### config.mk
export PLATFORM = sky130hd
export DESIGN_NAME = ssfd_ctrl
export DESIGN_NICKNAME = d
export VERILOG_FILES = /design/src/ssfd_pkg.sv /design/src/ssfd_ctrl.sv
export SDC_FILE = /design/constraint.sdc
export NUM_CORES = 1
export LEC_CHECK = 0
export BUFFER_PORTS_ARGS = -buffer_cell sky130_fd_sc_hd__buf_2
export CAP_MARGIN = 0
export CORE_UTILIZATION = 49
export CTS_CLUSTER_SIZE = 8
export DETAILED_ROUTE_END_ITERATION = 12
export PLACE_DENSITY = 0.82
export SLEW_MARGIN = 10
export SYNTH_ARGS = -nofsm -noshare
export SYNTH_HDL_FRONTEND = slang
export SYNTH_SLANG_ARGS = --single-unit
export TNS_END_PERCENT = 100
### constraint.sdc
create_clock -name clk_i -period 2.6 [get_ports clk_i]
set_input_delay 0.39 -clock clk_i [delete_from_list [all_inputs] [get_ports clk_i]]
set_output_delay 0.39 -clock clk_i [all_outputs]
set_load 0.005 [all_outputs]
### src/ssfd_pkg.sv
// Shared constants, types and codes for the stiff string time-step block.
// No dependencies; compiled first.
package ssfd_pkg;

  localparam int MAX_POINTS = 2048;
  localparam int MIN_POINTS = 5;
  localparam int DISP_W     = 32;   // stored displacement, Q4.28
  localparam int IO_W       = 32;   // displacement fields on the channels
  localparam int COEF_W     = 32;   // coefficients, unsigned Q8.24
  localparam int FRAC_W     = 24;   // coefficient fraction bits
  localparam int IDX_W      = 11;   // point_index / pickup_index field
  localparam int LEN_W      = 12;   // active_length field
  localparam int CFG_IDX_W  = 2;
  localparam int CFG_DATA_W = 32;

  localparam int ADDR_W = $clog2(MAX_POINTS);
  localparam int CNT_W  = $clog2(MAX_POINTS + 2);

  // datapath widths, all derived from the displacement and coefficient widths
  localparam int D2_W   = DISP_W + 3;
  localparam int D4_W   = DISP_W + 5;
  localparam int D2H_W  = D2_W - FRAC_W;
  localparam int D4H_W  = D4_W - FRAC_W;
  localparam int PHW_W  = COEF_W + 1 + D2H_W;
  localparam int PHS_W  = COEF_W + 1 + D4H_W;
  localparam int PL_W   = COEF_W + FRAC_W;
  localparam int HI_W   = PHS_W + 1;
  localparam int LO_W   = PL_W + 2;
  localparam int CP_W   = DISP_W + 2;
  localparam int SUM_W  = HI_W + 3;
  localparam int HALF_LSB = 1 << (FRAC_W - 1);

  localparam logic [COEF_W-1:0] WAVE_RST   = COEF_W'(4194304);
  localparam logic [COEF_W-1:0] STIFF_RST  = '0;
  localparam logic [IDX_W-1:0]  PICKUP_RST = IDX_W'(1433);
  localparam logic [LEN_W-1:0]  LENGTH_RST = LEN_W'(2048);

  typedef logic signed [DISP_W-1:0] disp_t;
  typedef logic [ADDR_W-1:0]        addr_t;
  typedef logic [CNT_W-1:0]         cnt_t;

  typedef enum logic {
    CMD_LOAD = 1'b0,
    CMD_STEP = 1'b1
  } ssfd_cmd_e;

  typedef enum logic [CFG_IDX_W-1:0] {
    REG_WAVE   = 2'd0,
    REG_STIFF  = 2'd1,
    REG_PICKUP = 2'd2,
    REG_LENGTH = 2'd3
  } ssfd_reg_e;

  typedef enum logic [2:0] {
    ST_CLEAR,
    ST_IDLE,
    ST_RUN,
    ST_DRAIN,
    ST_PICK
  } ssfd_state_e;

  // controller -> datapath
  typedef struct packed {
    logic  clr_en;
    addr_t clr_addr;
    logic  load_en;
    logic  step_start;
    logic  rd_en;
    cnt_t  rd_idx;
    logic  out_load;
  } ssfd_ctl_t;

  // datapath -> controller
  typedef struct packed {
    logic pipe_busy;
    cnt_t len;
  } ssfd_stat_t;

endpackage

### src/ssfd_ctrl.sv
// Sequencer: reset clearing sweep, item intake, point streaming, drain, result.
// Depends on ssfd_pkg.
module ssfd_ctrl (
  input  logic               clk_i,
  input  logic               rst_ni,
  input  logic               in_valid_i,
  input  logic               in_cmd_i,
  output logic               in_ready_o,
  input  logic               out_ready_i,
  output logic               out_valid_o,
  input  ssfd_pkg::ssfd_stat_t stat_i,
  output ssfd_pkg::ssfd_ctl_t  ctl_o
);
  import ssfd_pkg::*;

  ssfd_state_e state_q, state_d;
  cnt_t        cnt_q, cnt_d;
  logic        out_valid_q, out_valid_d;
  logic        out_free;

  assign out_free = !out_valid_q || out_ready_i;

  // next state and point counter
  always_comb begin
    state_d = state_q;
    cnt_d   = cnt_q;
    unique case (state_q)
      ST_CLEAR: begin
        cnt_d = cnt_q + cnt_t'(1);
        if (cnt_q == cnt_t'(MAX_POINTS - 1)) begin
          state_d = ST_IDLE;
          cnt_d   = '0;
        end
      end
      ST_IDLE: begin
        cnt_d = '0;
        if (in_valid_i && (in_cmd_i == CMD_STEP)) state_d = ST_RUN;
      end
      ST_RUN: begin
        cnt_d = cnt_q + cnt_t'(1);
        if (cnt_q == stat_i.len + cnt_t'(1)) state_d = ST_DRAIN;
      end
      ST_DRAIN: begin
        if (!stat_i.pipe_busy) state_d = ST_PICK;
      end
      ST_PICK: begin
        if (out_free) state_d = ST_IDLE;
      end
      default: begin
        state_d = ST_CLEAR;
        cnt_d   = '0;
      end
    endcase
  end

  // outputs
  always_comb begin
    ctl_o          = '0;
    in_ready_o     = 1'b0;
    ctl_o.clr_addr = cnt_q[ADDR_W-1:0];
    ctl_o.rd_idx   = cnt_q;
    unique case (state_q)
      ST_CLEAR: ctl_o.clr_en = 1'b1;
      ST_IDLE: begin
        in_ready_o       = 1'b1;
        ctl_o.load_en    = in_valid_i && (in_cmd_i == CMD_LOAD);
        ctl_o.step_start = in_valid_i && (in_cmd_i == CMD_STEP);
      end
      ST_RUN:   ctl_o.rd_en = 1'b1;
      ST_DRAIN: ;
      ST_PICK:  ctl_o.out_load = out_free;
      default:  ;
    endcase
  end

  always_comb begin
    out_valid_d = out_valid_q;
    if (ctl_o.out_load)  out_valid_d = 1'b1;
    else if (out_ready_i) out_valid_d = 1'b0;
  end

  assign out_valid_o = out_valid_q;

  always_ff @(posedge clk_i or negedge rst_ni) begin
    if (!rst_ni) begin
      state_q     <= ST_CLEAR;
      cnt_q       <= '0;
      out_valid_q <= 1'b0;
    end else begin
      state_q     <= state_d;
      cnt_q       <= cnt_d;
      out_valid_q <= out_valid_d;
    end
  end

`ifndef SYNTH
  a_no_overwrite: assert property (@(posedge clk_i) disable iff (!rst_ni)
    ctl_o.out_load |-> (!out_valid_q || out_ready_i))
    else $error("pending result overwritten");

  a_run_bound: assert property (@(posedge clk_i) disable iff (!rst_ni)
    (state_q == ST_RUN) |-> (cnt_q <= stat_i.len + cnt_t'(1)))
    else $error("read counter ran past the string end");

  a_result_from_pick: assert property (@(posedge clk_i) disable iff (!rst_ni)
    $rose(out_valid_q) |-> $past(state_q == ST_PICK))
    else $error("result raised outside the result state");
`endif

endmodule

Word-level counts from Yosys, hierarchy flattened
Index checks and enable logic that the tools add are counted.
Widths: inputs -> output; s select.
Operators by class
  multipliers: 0
  $add $sub $neg: 2
  divide/modulo/power cells: 0
  reductions and logical operators: 8
  bitwise logic cells: 1
  order comparisons: 0
  multiplexer cells: 15
  shifts and indexed selects: 0
  equal/unequal tests: 11
Operator list (number)
  $pmux 12 s3: 1
  $add 12x1->12 const B: 2
  $mux 3: 5
  $pmux 3 s5: 1
  $eq 12x11->1 const B: 1
  $eq 12x12->1: 1
  $mux 12: 1
  $ne 2x2->1 const B: 5
  $eq 3x2->1 const B: 2
  $mux 1: 6
  $reduce_and 5->1: 1
  $eq 3x1->1 const B: 1
  $eq 3x3->1 const B: 1
  $logic_not 3->1: 1
  $logic_and 1x1->1: 2
  $mux 2: 1
  $reduce_bool 2->1: 1
  $reduce_or 2->1: 1
  $logic_not 1->1: 1
  $logic_or 1x1->1: 1
  $not 1->1: 1
Storage, ports and cells
  input bits: 18
  latch bits: 0
  bits in read-only memories: 0
  memories kept: 0
  RAM bits: 0
  bits in registers: 16
  output and inout bits: 30
  word-level logic and storage cells: 40

Logic depth before layout (Yosys ltp)
  depth in word-level cells: 4
  depth in mapped cells: 7
  depth with buffers taken out: 7

Least setup slack after synthesis
OpenSTA, ideal clock, no wires.
  path kind: input port to flip-flop
  start: in stat_i[0] (netlist name)
  end: reg state_q[0]
  setup time: 65 ps
  path buffers: 0
  arrival time: 1964 ps
  data required time: 2535 ps
  path slack: 571 ps
  stages on the path: 7
  cell sequence: ha_1 > and2_1 > o21ai_0 > a31oi_1 > or4_1 > o41ai_1 > mux2_2
Between the ends
  cells in the longest elaborated chain, start to end: 4
RTL lines
  start: declaration: line ssfd_ctrl.sv:11  | input ssfd_pkg::ssfd_stat_t stat_i,
  $add 12x1->12: line ssfd_ctrl.sv:41  | if (cnt_q == stat_i.len + cnt_t'(1)) state_d = ST_DRAIN;
  $eq 12x12->1: line ssfd_ctrl.sv:41
  $ne 2x2->1 (no source line)
  $reduce_and 5->1 (no source line)
  end signal: assignment: line ssfd_ctrl.sv:90  | state_q <= state_d;
  end: declaration: line ssfd_ctrl.sv:16  | ssfd_state_e state_q, state_d;
No other way between the ends.
A chain may end at the register's enable or synchronous reset.

Worst setup path in the final report
  start: reg cnt_q[0]
  end: reg cnt_q[5]
Between the ends
  cells in the longest elaborated chain, start to end: 3
  elaborated cells on any way between the ends: 4
  classes of those cells: add/sub: 1; eq/ne: 1; mux: 2
RTL lines
  start: declaration: line ssfd_ctrl.sv:17  | cnt_t cnt_q, cnt_d;
  start signal: assignment: line ssfd_ctrl.sv:91  | cnt_q <= cnt_d;
  $add 12x1->12 / $eq 12x11->1 (equally long branches): line ssfd_ctrl.sv:29, ssfd_ctrl.sv:40, ssfd_ctrl.sv:30
  $mux 12: line ssfd_ctrl.sv:30  | if (cnt_q == cnt_t'(MAX_POINTS - 1)) begin
  $pmux 12 s3 (*): line ssfd_ctrl.sv:27  | unique case (state_q)
Every way passes the cells marked *; elsewhere a longest branch is shown, timed or not.

==> metrics.txt <==
Post-DP HPWL=~2600 µm; unrepaired setup endpoints after global routing=false; Core Area=2730 µm²; Max Cap Viol=0; clock sinks=16; Die Ht=55.6 µm; Pleak=0.000791 µW; Post-synth ARST share=1.00; WS Path Type=reg2reg; Final Max Slew Viols=0; Die ar.=3100 µm²; FMAX=441 MHz; Mapped Cells=around 180; Sum Neg Setup Slack=0 ns; Iter 0 DRT Violations=95; Final Hold Vio Count=9; vias post-DR=1,460; initial core utilization=0.516; Mapped Nets=between 150 and 200; largest fanout on the critical path=7; # nets final=about 240; H-tree levels=1; largest net degree at the start of global routing=17; leading area contributor after synthesis=dfrtp_1; Clock Skew=0.00354 ns; later-pin clock latency in the skew report=0.29 ns; post-CTS setup buffer count=0; xor and xnor area share after synthesis=0.0683; post-synthesis sequential area ratio=0.284; status=finished with violations; hold_buf cts=0; Synth Cell Area=1410 µm²; Simple-Gate Fraction of Synth Area=0.307; first drt pass iteration count=4; PwrDens=653 nW/µm²; CTS tree=yes; PostCTS Resize Cnt=0; Worst setup SP type=flip-flop; Post-synth EDFFs=0; area share of fa/ha/maj cells after synthesis=0.0177; Worst Hold Class=in2async; Hold Slack=-0.00541 ns; synth unique cells=42; Synth area leaders=dfrtp_1, o21ai_0, buf_4, xnor2_1, nand2_1; largest family of logic cells by synthesized area=simple AND/OR/NAND/NOR gates; Main synth FF type=dfrtp_1; I/O pin count=48; Port Buffers=47; compound-cell area share of the yosys netlist=0.217; period utilization=0.872; root buffer cell=clkbuf_4; first-pass GRT wire length=5820 µm; layout cells sized above 1=0.290; Seq cells post-synth=16; violated checks=negative hold slack; Total GRT Usage=0.232; Area Overhead vs Synth=15.9%; initial antenna violation count=0; Die X=55.6 µm; GPL Wtd Cong=0.895; Yosys Warn Count=0; Rows=19; Critical Path RT=2.76 ns; critical path arrival=2.43 ns; DRC errors left=0; vias per inst=between 5 and 6; Max-slew headroom=0.630; clock transition at the registers of the reported paths=around 0.09 ns; endpoint class of the critical path=flip-flop; ant diodes=0; Worst VDD drop=about 480 µV; min Tclk post-route=between 2 and 2.5 ns; mux contribution to synthesized area=0.00799; Finish-stage setup viols=0; clk buf depth=2; Antenna Nets Post-Route=0; grt total ovfl=0; Post-Route WL=about 3300 µm; share of the synthesized area in the top cell type=0.284; drt wl/cell=between 10 and 15 µm; average instance area after synthesis=7.88 µm²; total CTS buffers=3; Worst-Margin Slew=0.551 ns; vias in the first global route=1,341
## logic make-up (layout without fill, tap and decap cells)
logic type | Yosys count | in the layout
compound gates | 48 | 48
fa+ha+maj | 2 | 2
mux | 1 | 1
simple gates | 76 | 76
flops | 16 | 16
xor+xnor | 11 | 11
buf+inv | 25 | 63
## stage by stage
step	utilization	power, µW	instance area [µm²]	worst slack, ns	std cells
2_1_floorplan	-	725	1410	0.571	179
3_3_place_gp	0.584	893	1600	0.334	244
3_5_place_dp	0.584	903	1600	0.277	244
4_1_cts	0.598	1070	1630	0.346	248
5_1_grt	0.598	1160	1630	0.0973	248
6_report	0.598	1070	1630	0.334	248
## power by group
group	total, µW	internal (µW)	switching, µW	leakage (µW)
Sequential	363	294	69.0	0.000217
Combinational	541	241	299	0.000553
Clock	163	85.3	77.6	0.0000210
Total	1070	621	446	0.000791
## final timing paths
check                           startpoint    endpoint  slack [ns]  depth (start not counted)
worst max register to register    cnt_q[0]    cnt_q[5]        0.33                          7
worst min register to register   cnt_q[11]   cnt_q[11]        0.55                          1
max in group asynchronous           rst_ni    cnt_q[6]        2.34                          1
min in group clk_i              stat_i[12]  state_q[2]        0.33                          2
worst max-delay path              cnt_q[0]    cnt_q[5]        0.33                          7
worst min-delay path                rst_ni    cnt_q[1]      -0.005                          1
## layout by cell type, fill, tap and decap left out, types with 4 or more instances in the layout
cell / Yosys / layout
xnor2_1: 8 / 8
nor2_1: 14 / 14
a21oi_1: 5 / 5
nand3_1: 11 / 11
o21ai_0: 21 / 21
a31oi_1: 4 / 4
o31ai_1: 6 / 6
and3_1: 6 / 6
nand2_1: 18 / 18
dfrtp_1: 16 / 16
inv_1: 9 / 9
buf_2: 0 / 47
nor4_1: 6 / 6
## layer usage
| layer | wire, µm | track usage | vias to the layer above | share of wire |
|---|---|---|---|---|
| met3 | 235 | 0.0163 | 6 | 0.071 |
| met2 | 1560 | 0.392 | 59 | 0.47 |
| met5 | 0 | 0 | - | 0 |
| met1 | 1480 | 0.320 | 675 | 0.45 |
| li1 | - | - | 720 | - |
| met4 | 35 | 0.0714 | 0 | 0.011 |
## Yosys cell counts (2+ instances only)
cell	instances
dfrtp_1	16
nor2_1	14
nand2b_1	2
buf_4	12
o41ai_1	2
o31ai_1	6
nand3_1	11
or2_2	3
nor4_1	6
ha_1	2
xnor2_1	8
and3_1	6
nand2_1	18
or3_1	2
a21oi_1	5
clkbuf_1	3
xor2_1	3
o21ai_0	21
nand4_4	2
and2_1	3
nor3_1	2
a31oi_1	4
inv_1	9
## cell type report
| type | count | area, µm² |
|---|---|---|
| fillers | 258 | 1100 |
| multi-input cells | 138 | 871 |
| flip-flops and latches | 16 | 400 |
| repair buffers | 49 | 250 |
| well taps | 31 | 38.8 |
| inverters | 10 | 37.5 |
| clock buffers | 4 | 36.3 |
## worst max-delay path, cell delays in order (launching register included)
cell and delay (ns):
dfrtp_1 0.46, ha_1 0.24, nand3_1 0.13, nor4_1 0.55
a41o_1 0.41, nor2_1 0.09, o21ai_0 0.14, o21ai_0 0.11
## sequential cells by signal, summed over array words and instances, names as in the netlist
| register | flops |
|---|---|
| state_q | 3 |
| cnt_q | 12 |
| out_valid_o | 1 |
(Power assumes the default switching activity.)
